===== config.mk =====
export PLATFORM = sky130hd
export DESIGN_NAME = nec_ir_frame_decoder
export DESIGN_NICKNAME = d
export VERILOG_FILES = /design/src/hw/rtl/necir_pkg.sv /design/src/hw/rtl/nec_ir_frame_decoder.sv /design/src/hw/rtl/necir_match.sv /design/src/hw/rtl/necir_frame.sv
export SDC_FILE = /design/constraint.sdc
export NUM_CORES = 1
export LEC_CHECK = 0
export BUFFER_PORTS_ARGS = -buffer_cell sky130_fd_sc_hd__buf_4
export CAP_MARGIN = 20
export CORE_MARGIN = 2
export CORE_UTILIZATION = 64
export DETAILED_ROUTE_END_ITERATION = 16
export PLACE_DENSITY = 0.83
export SETUP_SLACK_MARGIN = 0.15
export SYNTH_ARGS = -nofsm -noshare
export SYNTH_HDL_FRONTEND = slang
export SYNTH_SLANG_ARGS = --single-unit

===== constraint.sdc =====
create_clock -name clk_i -period 6.4 [get_ports clk_i]
set_input_delay 0.96 -clock clk_i [delete_from_list [all_inputs] [get_ports clk_i]]
set_output_delay 0.96 -clock clk_i [all_outputs]
set_load 0.005 [all_outputs]

===== src/hw/rtl/necir_pkg.sv =====
package necir_pkg;

  localparam int unsigned DurW          = 15;
  localparam int unsigned CountW        = 6;
  localparam int unsigned CountMax      = (1 << CountW) - 1;
  localparam int unsigned FullSymbols   = 34;
  localparam int unsigned RepeatSymbols = 2;
  localparam int unsigned HalfBits      = 16;
  localparam int unsigned PayloadBits   = 2 * HalfBits;
  localparam int unsigned BitIdxW       = $clog2(PayloadBits);
  localparam int unsigned RegIdxW       = 3;
  localparam int unsigned InDataW       = 32;
  localparam int unsigned OutDataW      = 32;

  // Configuration register indexes
  localparam logic [RegIdxW-1:0] RegMargin      = RegIdxW'(0);
  localparam logic [RegIdxW-1:0] RegLeadMark    = RegIdxW'(1);
  localparam logic [RegIdxW-1:0] RegLeadSpace   = RegIdxW'(2);
  localparam logic [RegIdxW-1:0] RegRepeatMark  = RegIdxW'(3);
  localparam logic [RegIdxW-1:0] RegRepeatSpace = RegIdxW'(4);
  localparam logic [RegIdxW-1:0] RegBitMark     = RegIdxW'(5);
  localparam logic [RegIdxW-1:0] RegZeroSpace   = RegIdxW'(6);
  localparam logic [RegIdxW-1:0] RegOneSpace    = RegIdxW'(7);

  typedef logic [DurW-1:0] dur_t;

  localparam dur_t MarginRst      = DurW'(200);
  localparam dur_t LeadMarkRst    = DurW'(9000);
  localparam dur_t LeadSpaceRst   = DurW'(4500);
  localparam dur_t RepeatMarkRst  = DurW'(9000);
  localparam dur_t RepeatSpaceRst = DurW'(2250);
  localparam dur_t BitMarkRst     = DurW'(560);
  localparam dur_t ZeroSpaceRst   = DurW'(560);
  localparam dur_t OneSpaceRst    = DurW'(1690);

  typedef struct packed {
    dur_t margin;
    dur_t lead_mark;
    dur_t lead_space;
    dur_t repeat_mark;
    dur_t repeat_space;
    dur_t bit_mark;
    dur_t zero_space;
    dur_t one_space;
  } cfg_t;

  typedef struct packed {
    logic lead;
    logic rpt;
    logic one;
    logic zero;
  } match_t;

  // Strict window test: spec - margin < d < spec + margin, no wrap.
  function automatic logic near_spec(dur_t d, dur_t spec, dur_t margin);
    logic [DurW:0] dx;
    logic [DurW:0] sx;
    logic [DurW:0] mx;
    dx = {1'b0, d};
    sx = {1'b0, spec};
    mx = {1'b0, margin};
    return (dx < (sx + mx)) && ((dx + mx) > sx);
  endfunction

endpackage


===== src/hw/rtl/nec_ir_frame_decoder.sv =====
// Path: a closing symbol's beat passes the input register, then the result register.
// Throughput: one symbol beat per cycle; the input register advances whenever the
//   result register is empty or being drained in the same cycle.
// Reset (rst_ni low, asynchronous): registers take their default timings, frame
//   state, held address/command and both valid flags clear; no clearing pass.
module nec_ir_frame_decoder (
  input  logic                               clk_i,
  input  logic                               rst_ni,
  // configuration write port
  input  logic                               cfg_we_i,
  input  logic [necir_pkg::RegIdxW-1:0]      cfg_idx_i,
  input  logic [necir_pkg::DurW-1:0]         cfg_wdata_i,
  // symbol stream in
  input  logic                               s_axis_tvalid,
  output logic                               s_axis_tready,
  input  logic [necir_pkg::InDataW-1:0]      s_axis_tdata,  // mark_ticks, space_ticks, pad
  input  logic                               s_axis_tlast,  // last_symbol
  // frame result stream out
  output logic                               m_axis_tvalid,
  input  logic                               m_axis_tready,
  output logic [necir_pkg::OutDataW-1:0]     m_axis_tdata,  // address, command
  output logic                               m_axis_tuser   // is_repeat
);

  necir_pkg::cfg_t   cfg_q, cfg_d;
  logic              in_valid_q, in_valid_d;
  necir_pkg::dur_t   mark_q, space_q;
  logic              last_q;
  logic              s_fire, proc;
  logic              out_valid;
  necir_pkg::match_t match;
  logic [necir_pkg::HalfBits-1:0] addr, cmd;
  logic              rpt;

  // Configuration registers: user must write only while the block is idle (unchecked).
  always_comb begin
    cfg_d = cfg_q;
    if (cfg_we_i) begin
      unique case (cfg_idx_i)
        necir_pkg::RegMargin:      cfg_d.margin       = cfg_wdata_i;
        necir_pkg::RegLeadMark:    cfg_d.lead_mark    = cfg_wdata_i;
        necir_pkg::RegLeadSpace:   cfg_d.lead_space   = cfg_wdata_i;
        necir_pkg::RegRepeatMark:  cfg_d.repeat_mark  = cfg_wdata_i;
        necir_pkg::RegRepeatSpace: cfg_d.repeat_space = cfg_wdata_i;
        necir_pkg::RegBitMark:     cfg_d.bit_mark     = cfg_wdata_i;
        necir_pkg::RegZeroSpace:   cfg_d.zero_space   = cfg_wdata_i;
        necir_pkg::RegOneSpace:    cfg_d.one_space    = cfg_wdata_i;
        default:                   cfg_d = cfg_q;
      endcase
    end
  end

  always_ff @(posedge clk_i or negedge rst_ni) begin
    if (!rst_ni) begin
      cfg_q.margin       <= necir_pkg::MarginRst;
      cfg_q.lead_mark    <= necir_pkg::LeadMarkRst;
      cfg_q.lead_space   <= necir_pkg::LeadSpaceRst;
      cfg_q.repeat_mark  <= necir_pkg::RepeatMarkRst;
      cfg_q.repeat_space <= necir_pkg::RepeatSpaceRst;
      cfg_q.bit_mark     <= necir_pkg::BitMarkRst;
      cfg_q.zero_space   <= necir_pkg::ZeroSpaceRst;
      cfg_q.one_space    <= necir_pkg::OneSpaceRst;
    end else begin
      cfg_q <= cfg_d;
    end
  end

  // Input register: hold a symbol beat until the decode stage takes it.
  // The decode stage advances when the result register can take a beat.
  assign proc          = in_valid_q && (!out_valid || m_axis_tready);
  assign s_axis_tready = !in_valid_q || proc;
  assign s_fire        = s_axis_tvalid && s_axis_tready;
  assign in_valid_d    = s_fire || (in_valid_q && !proc);

  always_ff @(posedge clk_i or negedge rst_ni) begin
    if (!rst_ni) begin
      in_valid_q <= 1'b0;
    end else begin
      in_valid_q <= in_valid_d;
    end
  end

  always_ff @(posedge clk_i) begin
    if (s_fire) begin
      mark_q  <= s_axis_tdata[necir_pkg::DurW-1:0];
      space_q <= s_axis_tdata[2*necir_pkg::DurW-1:necir_pkg::DurW];
      last_q  <= s_axis_tlast;
    end
  end

  // Window compares against every spec pair
  necir_match u_match (
    .mark_i  (mark_q),
    .space_i (space_q),
    .cfg_i   (cfg_q),
    .match_o (match)
  );

  // Frame tracking, held values and the result register
  necir_frame u_frame (
    .clk_i       (clk_i),
    .rst_ni      (rst_ni),
    .proc_i      (proc),
    .last_i      (last_q),
    .match_i     (match),
    .out_ready_i (m_axis_tready),
    .out_valid_o (out_valid),
    .addr_o      (addr),
    .cmd_o       (cmd),
    .rpt_o       (rpt)
  );

  assign m_axis_tvalid = out_valid;
  assign m_axis_tdata  = {cmd, addr};
  assign m_axis_tuser  = rpt;

endmodule


===== src/hw/rtl/necir_match.sv =====
module necir_match (
  input  necir_pkg::dur_t   mark_i,
  input  necir_pkg::dur_t   space_i,
  input  necir_pkg::cfg_t   cfg_i,
  output necir_pkg::match_t match_o
);

  logic bit_mark_ok;

  assign bit_mark_ok = necir_pkg::near_spec(mark_i, cfg_i.bit_mark, cfg_i.margin);

  assign match_o.lead = necir_pkg::near_spec(mark_i, cfg_i.lead_mark, cfg_i.margin)
                     && necir_pkg::near_spec(space_i, cfg_i.lead_space, cfg_i.margin);
  assign match_o.rpt  = necir_pkg::near_spec(mark_i, cfg_i.repeat_mark, cfg_i.margin)
                     && necir_pkg::near_spec(space_i, cfg_i.repeat_space, cfg_i.margin);
  assign match_o.one  = bit_mark_ok
                     && necir_pkg::near_spec(space_i, cfg_i.one_space, cfg_i.margin);
  assign match_o.zero = bit_mark_ok
                     && necir_pkg::near_spec(space_i, cfg_i.zero_space, cfg_i.margin);

endmodule


===== src/hw/rtl/necir_frame.sv =====
module necir_frame (
  input  logic                          clk_i,
  input  logic                          rst_ni,
  input  logic                          proc_i,
  input  logic                          last_i,
  input  necir_pkg::match_t             match_i,
  input  logic                          out_ready_i,
  output logic                          out_valid_o,
  output logic [necir_pkg::HalfBits-1:0] addr_o,
  output logic [necir_pkg::HalfBits-1:0] cmd_o,
  output logic                          rpt_o
);

  logic [necir_pkg::CountW-1:0]      count_q, count_d, count_inc;
  logic                              leader_q, leader_d;
  logic                              repeat_q, repeat_d;
  logic                              err_q, err_d;
  logic [necir_pkg::PayloadBits-1:0] shift_q, shift_d;
  logic [necir_pkg::HalfBits-1:0]    held_addr_q, held_addr_d;
  logic [necir_pkg::HalfBits-1:0]    held_cmd_q, held_cmd_d;
  logic                              out_valid_q, out_valid_d;
  logic [necir_pkg::HalfBits-1:0]    addr_q, addr_d;
  logic [necir_pkg::HalfBits-1:0]    cmd_q, cmd_d;
  logic                              rpt_q, rpt_d;
  logic [necir_pkg::BitIdxW-1:0]     bit_idx;
  logic                              is_first, is_payload;
  logic                              full_ok, rpt_ok;

  assign is_first   = (count_q == '0);
  assign is_payload = !is_first
                   && (count_q <= necir_pkg::CountW'(necir_pkg::PayloadBits));
  assign bit_idx    = necir_pkg::BitIdxW'(count_q - necir_pkg::CountW'(1));
  assign count_inc  = (count_q == necir_pkg::CountW'(necir_pkg::CountMax))
                    ? count_q : count_q + necir_pkg::CountW'(1);

  always_comb begin
    leader_d = leader_q;
    repeat_d = repeat_q;
    err_d    = err_q;
    shift_d  = shift_q;
    if (is_first) begin
      leader_d = match_i.lead;
      repeat_d = match_i.rpt;
    end else if (is_payload) begin
      // a symbol that fits both windows decodes as one
      if (match_i.one || match_i.zero) begin
        shift_d[bit_idx] = match_i.one;
      end else begin
        err_d = 1'b1;
      end
    end
  end

  assign full_ok = last_i && (count_inc == necir_pkg::CountW'(necir_pkg::FullSymbols))
                && leader_d && !err_d;
  assign rpt_ok  = last_i && (count_inc == necir_pkg::CountW'(necir_pkg::RepeatSymbols))
                && repeat_d;

  always_comb begin
    count_d     = count_q;
    held_addr_d = held_addr_q;
    held_cmd_d  = held_cmd_q;
    out_valid_d = out_valid_q && !out_ready_i;
    addr_d      = addr_q;
    cmd_d       = cmd_q;
    rpt_d       = rpt_q;
    if (proc_i) begin
      count_d = count_inc;
      if (full_ok) begin
        held_addr_d = shift_d[necir_pkg::HalfBits-1:0];
        held_cmd_d  = shift_d[necir_pkg::PayloadBits-1:necir_pkg::HalfBits];
        addr_d      = shift_d[necir_pkg::HalfBits-1:0];
        cmd_d       = shift_d[necir_pkg::PayloadBits-1:necir_pkg::HalfBits];
        rpt_d       = 1'b0;
        out_valid_d = 1'b1;
      end else if (rpt_ok) begin
        addr_d      = held_addr_q;
        cmd_d       = held_cmd_q;
        rpt_d       = 1'b1;
        out_valid_d = 1'b1;
      end
      if (last_i) begin
        count_d = '0;
      end
    end
  end

  always_ff @(posedge clk_i or negedge rst_ni) begin
    if (!rst_ni) begin
      count_q     <= '0;
      leader_q    <= 1'b0;
      repeat_q    <= 1'b0;
      err_q       <= 1'b0;
      shift_q     <= '0;
      held_addr_q <= '0;
      held_cmd_q  <= '0;
      out_valid_q <= 1'b0;
    end else begin
      count_q     <= count_d;
      held_addr_q <= held_addr_d;
      held_cmd_q  <= held_cmd_d;
      out_valid_q <= out_valid_d;
      if (proc_i) begin
        // clear per-frame state after the closing symbol
        leader_q <= last_i ? 1'b0 : leader_d;
        repeat_q <= last_i ? 1'b0 : repeat_d;
        err_q    <= last_i ? 1'b0 : err_d;
        shift_q  <= last_i ? '0 : shift_d;
      end
    end
  end

  always_ff @(posedge clk_i) begin
    addr_q <= addr_d;
    cmd_q  <= cmd_d;
    rpt_q  <= rpt_d;
  end

  assign out_valid_o = out_valid_q;
  assign addr_o      = addr_q;
  assign cmd_o       = cmd_q;
  assign rpt_o       = rpt_q;

endmodule


Word-level counts from Yosys, hierarchy flattened
Cells that the tools add are included.
{"block": "op_classes", "addsub": 11, "order_cmp": 17, "n_eq_ne": 10, "n_mux": 25, "n_reduce_logical": 45}
{"operator": "adder 15 x 15 -> 16 bit", "count": 9}
{"operator": "2-to-1 mux 32 bit", "count": 4}
{"operator": "> comparator 16 x 15 -> 1 bit", "count": 7}
{"operator": "less-than comparator 15 x 16 -> 1 bit", "count": 7}
{"operator": "2-to-1 mux 16 bit", "count": 4}
{"operator": "bitwise mux 32 bit", "count": 1}
{"operator": "logical AND 1 bit", "count": 22}
{"operator": "AND reduction 2 bit", "count": 10}
{"operator": "2-to-1 mux 1 bit", "count": 13}
{"operator": "== test 3 bit (second input constant)", "count": 4}
{"operator": "== test 6 bit (second input constant)", "count": 2}
{"operator": "2-to-1 mux 6 bit", "count": 2}
{"operator": "adder 6 x 1 -> 6 bit (second input constant)", "count": 1}
{"operator": "== test 3 x 2 -> 1 bit (second input constant)", "count": 2}
{"operator": "== test 6 x 2 -> 1 bit (second input constant)", "count": 1}
{"operator": "less-or-equal comparator 6 bit (second input constant)", "count": 1}
{"operator": "zero test 1 bit", "count": 6}
{"operator": "zero test 6 bit", "count": 1}
{"operator": "less-than comparator 5 x 6 -> 1 bit (second input constant)", "count": 1}
{"operator": "demux 1 bit (select 5 bit)", "count": 1}
{"operator": ">= comparator 5 x 1 -> 1 bit (second input constant)", "count": 1}
{"operator": "subtractor 5 x 1 -> 5 bit (second input constant)", "count": 1}
{"operator": "logical OR 1 bit", "count": 4}
{"operator": "== test 3 x 1 -> 1 bit (second input constant)", "count": 1}
{"operator": "other kinds (2)", "count": 2}
{"block": "totals", "register_bits": 259, "input_bits": 56}

Longest topological paths before layout
Gate-level depths: netlist of the first run.
{"block": "logic_depth", "word_depth": 12, "mapped_depth": 23}

Cells and area by module
A second synthesis of the first run with hierarchy kept.
{"block": "unflattened", "cells_unflattened": 2203, "area_unflattened_um2": 21166.6}
{"module": "necir_match", "instances": 1, "cells_per_inst": 1378, "area_each_um2": 10406.2, "seq_area_each_um2": 0.0}
{"module": "nec_ir_frame_decoder", "instances": 1, "cells_per_inst": 300, "area_each_um2": 5680.4, "seq_area_each_um2": 4002.6}
{"module": "necir_frame", "instances": 1, "cells_per_inst": 525, "area_each_um2": 5079.9, "seq_area_each_um2": 2842.7}

Worst setup path after synthesis of the first run
Ideal clock, no wire load.
{"block": "synth_path", "path_type": "register -> register", "startpoint": "register cfg_q[106] in the netlist's numbering", "endpoint": "register u_frame.addr_q (netlist bit u_frame.addr_o[0]) (enable)", "setup_time_ns": 0.485, "arrival_time_ns": 5.055, "required_ns": 5.915, "path_slack_ns": 0.861, "stages_incl_launch_ff": 20, "n_path_buf": 1, "period_less_slack_ns": 5.539, "path_cell_list": "dfrtp_1 inv_1 fa_1 nor2b_1 o21ai_0 a21boi_0 o21a_1 o21ai_0 a21o_1 nand3_1 a2111oi_0 or3b_2 ha_1 a2111o_1 o41ai_1 a32o_1 a21oi_2 o211ai_4 buf_6 nand2_1"}
{"block": "synth_between", "elab_chain_cells": 12, "word_cells_on_any_way": 46}
{"element": "from (decl)", "line": "nec_ir_frame_decoder.sv:25", "rtl": "necir_pkg::cfg_t cfg_q, cfg_d;"}
{"element": "from (signal assigned)", "line": "nec_ir_frame_decoder.sv:64", "rtl": "cfg_q <= cfg_d;"}
{"element": "adder 15 x 15 -> 16 bit", "line": "necir_pkg.sv:62", "rtl": "return (dx < (sx + mx)) && ((dx + mx) > sx);"}
{"element": "less-than comparator 15 x 16 -> 1 bit / > comparator 16 x 15 -> 1 bit (equally long branches)", "line": "necir_pkg.sv:62"}
{"element": "logical AND 1 bit", "line": "necir_pkg.sv:62"}
{"element": "logical AND 1 bit, on equally long branches", "line": "necir_match.sv:17, necir_match.sv:19"}
{"element": "logical OR 1 bit", "line": "necir_frame.sv:46", "rtl": "if (match_i.one || match_i.zero) begin"}
{"element": "2-to-1 mux 1 bit", "line": "necir_frame.sv:46"}
{"element": "2-to-1 mux 1 bit", "line": "necir_frame.sv:44", "rtl": "end else if (is_payload) begin"}
{"element": "2-to-1 mux 1 bit", "line": "necir_frame.sv:41", "rtl": "if (is_first) begin"}
{"element": "zero test 1 bit", "line": "necir_frame.sv:55", "rtl": "&& leader_d && !err_d;"}
{"element": "logical AND 1 bit", "line": "necir_frame.sv:55"}
{"element": "nonzero test 2 bit (no line) (*)"}
{"element": "AND reduction 2 bit (no line) (*)"}
{"element": "to (signal assigned)", "line": "necir_frame.sv:114", "rtl": "addr_q <= addr_d;"}
{"element": "to (decl)", "line": "necir_frame.sv:22", "rtl": "logic [necir_pkg::HalfBits-1:0] addr_q, addr_d;"}
Every way passes the cells marked *; elsewhere a longest branch is shown, timed or not.
A chain may end at the register's enable or synchronous reset.

Worst setup path in the final report of the first run
{"block": "layout_path", "startpoint": "register cfg_q[105] in the netlist's numbering", "endpoint": "register u_frame.addr_q (netlist bit u_frame.addr_o[4]) (enable)"}
The elaborated chain is that of the path after synthesis.

==> out/metrics.cfg, run 1 <==
[outcome]
status = complete, no violations

[logic_synthesis]
synth_seq_cells = 259
ys_top_cells_by_count = ha_1 (344), inv_1 (165), dfrtp_1 (160)
ys_async_sr_fraction_pct = 75.3
syn_area_mm2 = 0.0217
synth_cell_types = 83
ys_seq_area_share_pct = 31.5
syn_inst = 2217
avgSynthCellArea_um2 = 9.79
ys.warnings.count = 0
syn-num-nets = 2626
yosysMostFrequentCell = ha_1
synth_top_cell_by_area = ha_1
synth_top_area_share_pct = 19.8
ys.flop_type = dfrtp_1
synth_edf_count = 64
ys_top_cells_by_area = ha_1 (20%), dfrtp_1 (18%), edfxtp_1 (8.9%)

[worst_setup_path]
crit_slowest_cell = o41ai_1
path_cells = ha_1 > inv_1 > fa_1 > nor2b_1 > o21ai_0 > a21boi_0 > o21a_1 > o21ai_0 > a21o_1 > nand3_1 > a2111oi_0 > or3b_2 > ha_1 > a2111o_1 > o41ai_1 > a32o_1 > a21oi_2 > o211ai_4 > buf_12 > nand2_1 > buf_12
critical_path.endpoint_type = register
cp_top_family = compound AO/OA/AOI/OAI gates
crit_type = reg2reg
crit_buf_inv = 3
rrSetupSlack_ns = 0.44
crit_path_start_kind = register
critPathMaxFanout = 34
arrival_ns = 6.28
required_ns = 6.72
slowest_delay_ns = 0.63

[clock_network]
root_buffer = clkbuf_16
cts_max_level = 1
cts_tree = done
clockBufferDepth = 3
cts_hold_repair.buffers = 0
cts_made_buffers = 30
postCtsSetupRepairBufs = 0
clkLatencyLatePin_ns = 0.58
clock-sinks = 259
cts.clk_slew.worst_paths_ns = 0.06

[hold_path]
hp-class = in2async

[floorplan]
dieArea_mm2 = 0.0354
die-height_um = 188
ios = 91
row_count = 67
die_width_um = 188
initial_core_util_pct = 64.9
coreArea_mm2 = 0.0334

[placement]
port-buffer-count = 88
place.gp.congestion = 1.01
place_area_mm2 = 0.0229
dp_hpwl_um = 43400

[final_layout]
syn2layout_area_growth_pct = 10.4
final_area_mm2 = 0.0240
final_nets = 2715
final_layout_size_suffix_gt1_share_pct = 15.8
insertedDiodeCount = 0

[power]
p_leak_nw = 11.1
p_sw_share_pct = 44.9
peakVddDrop_mv = 0.294
p_seq_share_pct = 23.3
p_switching_mw = 4.40
clockPowerShare_pct = 18.2
comb_power_share_pct = 58.5
power.density_mw_per_mm2 = 408
p_int_mw = 5.39

[sta]
setup_viol = 0
slew_viol_final = 0
rsz0062_at_grt = no
timing.final.crit_share_pct = 93.1
worst_hold_slack_ns = 0.482
hold_viol = 0
period_needed_ns = 5.96
worst_pin_slew_ns = 1.07
clock_skew_ns = 0.0102
slew_headroom_pct = 28.6
fin_tns_setup_ns = 0
clock.fmax_ghz = 0.168

[global_routing]
overflow = 0
grt_util_all_layers_pct = 32.6
antenna_found_initial = 0
grt_start_max_net_pins = 110
grt_pass1_wl_um = 93000
grt_pass1_vias = 18400

[job]
cap_violations = 0

[detailed_routing]
met1Wirelength_um = 24100
vias_per_cell = 6.49
wl_met3_um = 4190
dr.max_layer_used = met4
drtAntennaViolNets = 0
wirelength_um = 58000
vias = 18000
drc = 0
route.met2.wl_um = 27000
first_iter_violations = 1582
wl_per_cell_um = 20.9
dr.pass1.iters = 6

==> power groups by stage <==
stage / combinational [mW] / clock, mW / sequential (mW)
2_1_floorplan: 4.20 / 0 / 2.19
3_3_place_gp: 5.24 / 0 / 2.28
3_5_place_dp: 5.55 / 0 / 2.30
4_1_cts: 5.62 / 1.80 / 2.27
5_1_grt: 6.36 / 1.87 / 2.31
6_report: 5.73 / 1.78 / 2.28
==> through the flow <==
step	util [%]	cells	setup WS [ns]	power (mW)
final	71.7	2778	0.440	9.79
after global routing	71.7	2778	0.150	10.5
after CTS	71.5	2777	0.363	9.69
after detailed placement	68.5	2721	0.437	7.85
after global placement	68.4	2720	0.592	7.53
after floorplan	-	2217	0.861	6.39
==> routing by layer <==
layer	GRT usage, %	vias up
met3	4.13	201
met4	14.2	0
li1	-	8414
met5	0	-
met2	54.7	714
met1	42.6	8705
==> cell usage in the layout (no fill, tap or decap), types with 32 or more instances in the layout <==
cell | synthesis | final
dfstp_2 | 35 | 35
ha_1 | 344 | 344
a21o_1 | 57 | 57
o21a_1 | 54 | 54
xor2_1 | 50 | 50
xnor2_1 | 52 | 52
a21oi_1 | 128 | 127
edfxtp_1 | 64 | 64
buf_4 | 0 | 103
inv_1 | 165 | 165
dfrtp_1 | 160 | 160
mux2_1 | 32 | 32
mux2_2 | 80 | 80
o21ai_1 | 70 | 70
nand2_1 | 156 | 156
nor2_1 | 81 | 81
nand2b_1 | 42 | 42
o21ai_0 | 156 | 156
nand3_1 | 37 | 37
==> timing repair <==
| action | in CTS | in global routing |
|---|---|---|
| endpoints found under the hold margin | 0 | 0 |
| resized for setup | 0 | 6 |
| setup endpoints to repair | 0 | 69 |
==> sequential cells by signal, summed over array words and instances, names as in the netlist, 6 cells and up <==
signal / count
u_frame.count_q: 6
u_frame.held_cmd_q: 16
u_frame.held_addr_q: 16
u_frame.cmd_o: 16
u_frame.addr_o: 16
space_q: 15
cfg_q: 120
mark_q: 15
u_frame.shift_q: 32
==> cell type report <==
class | count | area (µm²)
Multi-Input combinational cell | 1740 | 14000
Sequential cell | 259 | 6850
Fill cell | 2385 | 9470
Timing Repair Buffer | 110 | 893
Tap cell | 448 | 561
Clock buffer | 39 | 826
Clock inverter | 17 | 193
Inverter | 165 | 619
==> worst paths after layout <==
| check | start | endpoint | cells after the start |
|---|---|---|---|
| min in group clk_i | u_frame.held_addr_q[8]$_DFFE_PN0P_ | u_frame.held_addr_q[8]$_DFFE_PN0P_ | 1 |
| setup reg to reg | cfg_q[105]$_DFFE_PN0P_ | u_frame.addr_o[4]$_DFFE_PP_ | 21 |
| hold / removal | rst_ni | u_frame.held_cmd_q[10]$_DFFE_PN0P_ | 1 |
| max in group asynchronous | rst_ni | cfg_q[44]$_DFFE_PN0P_ | 2 |
| hold reg to reg | u_frame.held_addr_q[8]$_DFFE_PN0P_ | u_frame.held_addr_q[8]$_DFFE_PN0P_ | 1 |
| setup / recovery | cfg_q[105]$_DFFE_PN0P_ | u_frame.addr_o[4]$_DFFE_PP_ | 21 |
==> cells by family (layout without fill, tap and decap cells) <==
| logic type | Yosys count | after routing | share of synthesized area [%] |
|---|---|---|---|
| AO/OA/AOI/OAI | 654 | 654 | 20.3 |
| XOR/XNOR | 102 | 102 | 4.11 |
| flip-flops | 259 | 259 | 31.5 |
| adder cells (fa/ha/maj) | 353 | 353 | 20.7 |
| multiplexers | 142 | 142 | 7.86 |
| buffers and inverters | 218 | 331 | 4.13 |
| AND/OR/NAND/NOR | 489 | 489 | 11.4 |
No activity file was read; power rests on OpenSTA's default activity.
==> run 2, diff against run 1 <==
==> constraint.sdc (replaced) <==
create_clock -name clk_i -period 6.4 [get_ports clk_i]
set_input_delay 0.32 -clock clk_i [delete_from_list [all_inputs] [get_ports clk_i]]
set_output_delay 0.32 -clock clk_i [all_outputs]
set_load 0.005 [all_outputs]
==> out/metrics.cfg, run 2 (same netlist as run 1, synthesis figures left out) <==
[outcome]
status = complete, no violations

[worst_setup_path]
reg2reg_depth = 20
crit_type = reg2reg
path_cells = ha_1 > inv_1 > fa_1 > nor2b_1 > o21ai_0 > a21boi_0 > o21a_1 > o21ai_0 > a21o_1 > nand3_1 > a2111oi_0 > or3b_2 > ha_1 > a2111o_1 > o41ai_1 > a32o_1 > a21oi_2 > o21ai_4 > buf_12 > mux2_2
cp_top_family = compound AO/OA/AOI/OAI gates
arrival_ns = 6.37
critPathMaxFanout = 30
r2r_end = u_frame.addr_o[0]$_DFFE_PP_
critical_path.endpoint_type = register
crit_path_start_kind = register
r2r_start = cfg_q[105]$_DFFE_PN0P_
crit_slowest_cell = or3b_2
rrSetupSlack_ns = 0.37
crit_buf_inv = 2
slowest_delay_ns = 0.57
required_ns = 6.74

[placement]
place.gp.congestion = 0.965
port-buffer-count = 88
dp_hpwl_um = 43900

[detailed_routing]
wl_per_cell_um = 21.1
vias = 18400
drtAntennaViolNets = 0
drc = 0
first_iter_violations = 1576
wirelength_um = 59500
vias_per_cell = 6.54
dr.pass1.iters = 8

[sta]
rsz0062_at_grt = yes
slew_headroom_pct = 16.4
worst_pin_slew_ns = 1.25
clock.fmax_ghz = 0.166
timing.final.crit_share_pct = 94.3
clock_skew_ns = 0.0150
slew_viol_final = 0
setup_viol = 0
period_needed_ns = 6.03
hold_viol = 0
fin_tns_setup_ns = 0

[hold_path]
hp-start = cfg_wdata_i[1]
hold_depth = 3
hp-class = in2reg
min_delay_worst_endpoint = cfg_q[46]$_DFFE_PN1P_

[global_routing]
grt_util_all_layers_pct = 33.3
grt.met3_usage_pct = 4.28
grt_pass1_wl_um = 94500
overflow = 0
met1_usage_pct = 43.4
antenna_found_initial = 1
met2_usage_pct = 56.2
grt_pass1_vias = 18800
grt_start_max_net_pins = 117
grt_busiest_layer = met2

[floorplan]
row_count = 67
die-height_um = 188
die_width_um = 188
ios = 91
initial_core_util_pct = 64.9
coreArea_mm2 = 0.0334
dieArea_mm2 = 0.0354

[clock_network]
clockBufferDepth = 3
cts_tree = done
root_buffer = clkbuf_16
cts_made_buffers = 29
cts.clk_slew.worst_paths_ns = 0.06
clock-sinks = 259
clkLatencyLatePin_ns = 0.59
cts_max_level = 1

[power]
clockPowerShare_pct = 17.8
p_seq_share_pct = 23.4
p_switching_mw = 4.44
p_leak_nw = 11.2
p_total_mw = 9.82
p_sw_share_pct = 45.2
comb_power_share_pct = 58.8
peakVddDrop_mv = 0.330
p_int_mw = 5.38
power.density_mw_per_mm2 = 403

[final_layout]
top_register = cfg_q
top_regs = cfg_q x120, u_frame.shift_q x32
largest_reg_flops = 120
layout_commonest_cell = ha_1
final_layout_size_suffix_gt1_share_pct = 15.8
finish.utilization_pct = 72.8
final_nets = 2753
layout_common_cells = ha_1 (344), inv_1 (164), dfrtp_1 (159), o21ai_0 (156), nand2_1 (156)
syn2layout_area_growth_pct = 12.2

[job]
cap_violations = 0

run 2: per-layer routing:
layer  vias up  share of wire (%)
li1       8484                  -
met1      9019                 41
met2       731                 47
met3       189                7.3
met4         0                4.3
met5         -                  0
run 2: stage by stage:
stage | cells | worst slack [ns] | hold slack [ns] | cell area, µm²
2_1_floorplan | 2217 | 0.861 | 0.0244 | 21700
3_3_place_gp | 2720 | 0.491 | 0.458 | 22900
3_5_place_dp | 2721 | 0.270 | 0.476 | 22900
4_1_cts | 2809 | 0.271 | 0.00810 | 24200
5_1_grt | 2816 | 0.155 | 0.0373 | 24400
6_report | 2816 | 0.366 | 0.0341 | 24400
run 2: worst max-delay path by stage:
| stage | start | endpoint | slack [ns] | depth (start not counted) |
|---|---|---|---|---|
| finish | cfg_q[105]$_DFFE_PN0P_ | u_frame.addr_o[0]$_DFFE_PP_ | 0.37 | 20 |
| global route | cfg_q[105]$_DFFE_PN0P_ | u_frame.cmd_o[13]$_DFFE_PP_ | 0.15 | 22 |
| CTS | cfg_q[105]$_DFFE_PN0P_ | u_frame.addr_o[0]$_DFFE_PP_ | 0.27 | 22 |
| detailed placement | cfg_q[105]$_DFFE_PN0P_ | u_frame.addr_o[0]$_DFFE_PP_ | 0.27 | 22 |
| global placement | cfg_q[105]$_DFFE_PN0P_ | u_frame.addr_o[0]$_DFFE_PP_ | 0.49 | 22 |
| floorplan | cfg_q[106]$_DFFE_PN0P_ | u_frame.addr_o[0]$_DFFE_PP_ | 0.86 | 19 |
run 2: worst reg2reg max path, cell delays in order (launching register included):
cell and delay, ns:
dfrtp_2 0.54, ha_1 0.26, inv_1 0.07, fa_1 0.40, nor2b_1 0.12, o21ai_0 0.11, a21boi_0 0.27, o21a_1 0.17
o21ai_0 0.12, a21o_1 0.23, nand3_1 0.13, a2111oi_0 0.11, or3b_2 0.57, ha_1 0.25, a2111o_1 0.40, o41ai_1 0.55
a32o_1 0.40, a21oi_2 0.17, o21ai_4 0.28, buf_12 0.27, mux2_2 0.38
run 2: power by group through the flow:
stage / registers, mW / clock network (mW) / logic [mW]
floorplan: 2.19 / 0 / 4.20
global placement: 2.29 / 0 / 5.22
detailed placement: 2.30 / 0 / 5.55
CTS: 2.28 / 1.76 / 5.63
global route: 2.32 / 1.83 / 6.41
finish: 2.30 / 1.75 / 5.78
run 2: area by class of cell:
| class | count | area, µm² |
|---|---|---|
| multi-input cells | 1740 | 14100 |
| repair buffers | 149 | 1280 |
| clock inverters | 13 | 138 |
| fillers | 2326 | 9090 |
| flip-flops and latches | 259 | 6850 |
| inverters | 165 | 623 |
| well taps | 448 | 561 |
| diodes | 1 | 2.50 |
| clock buffers | 41 | 855 |
run 2: repair_timing:
item                                    in CTS  in global routing
endpoints found under the setup margin       0                100
hold buffers                                34                  0
setup buffers                                0                  3
endpoints found under the hold margin      134                  0
resized for setup                            0                 11
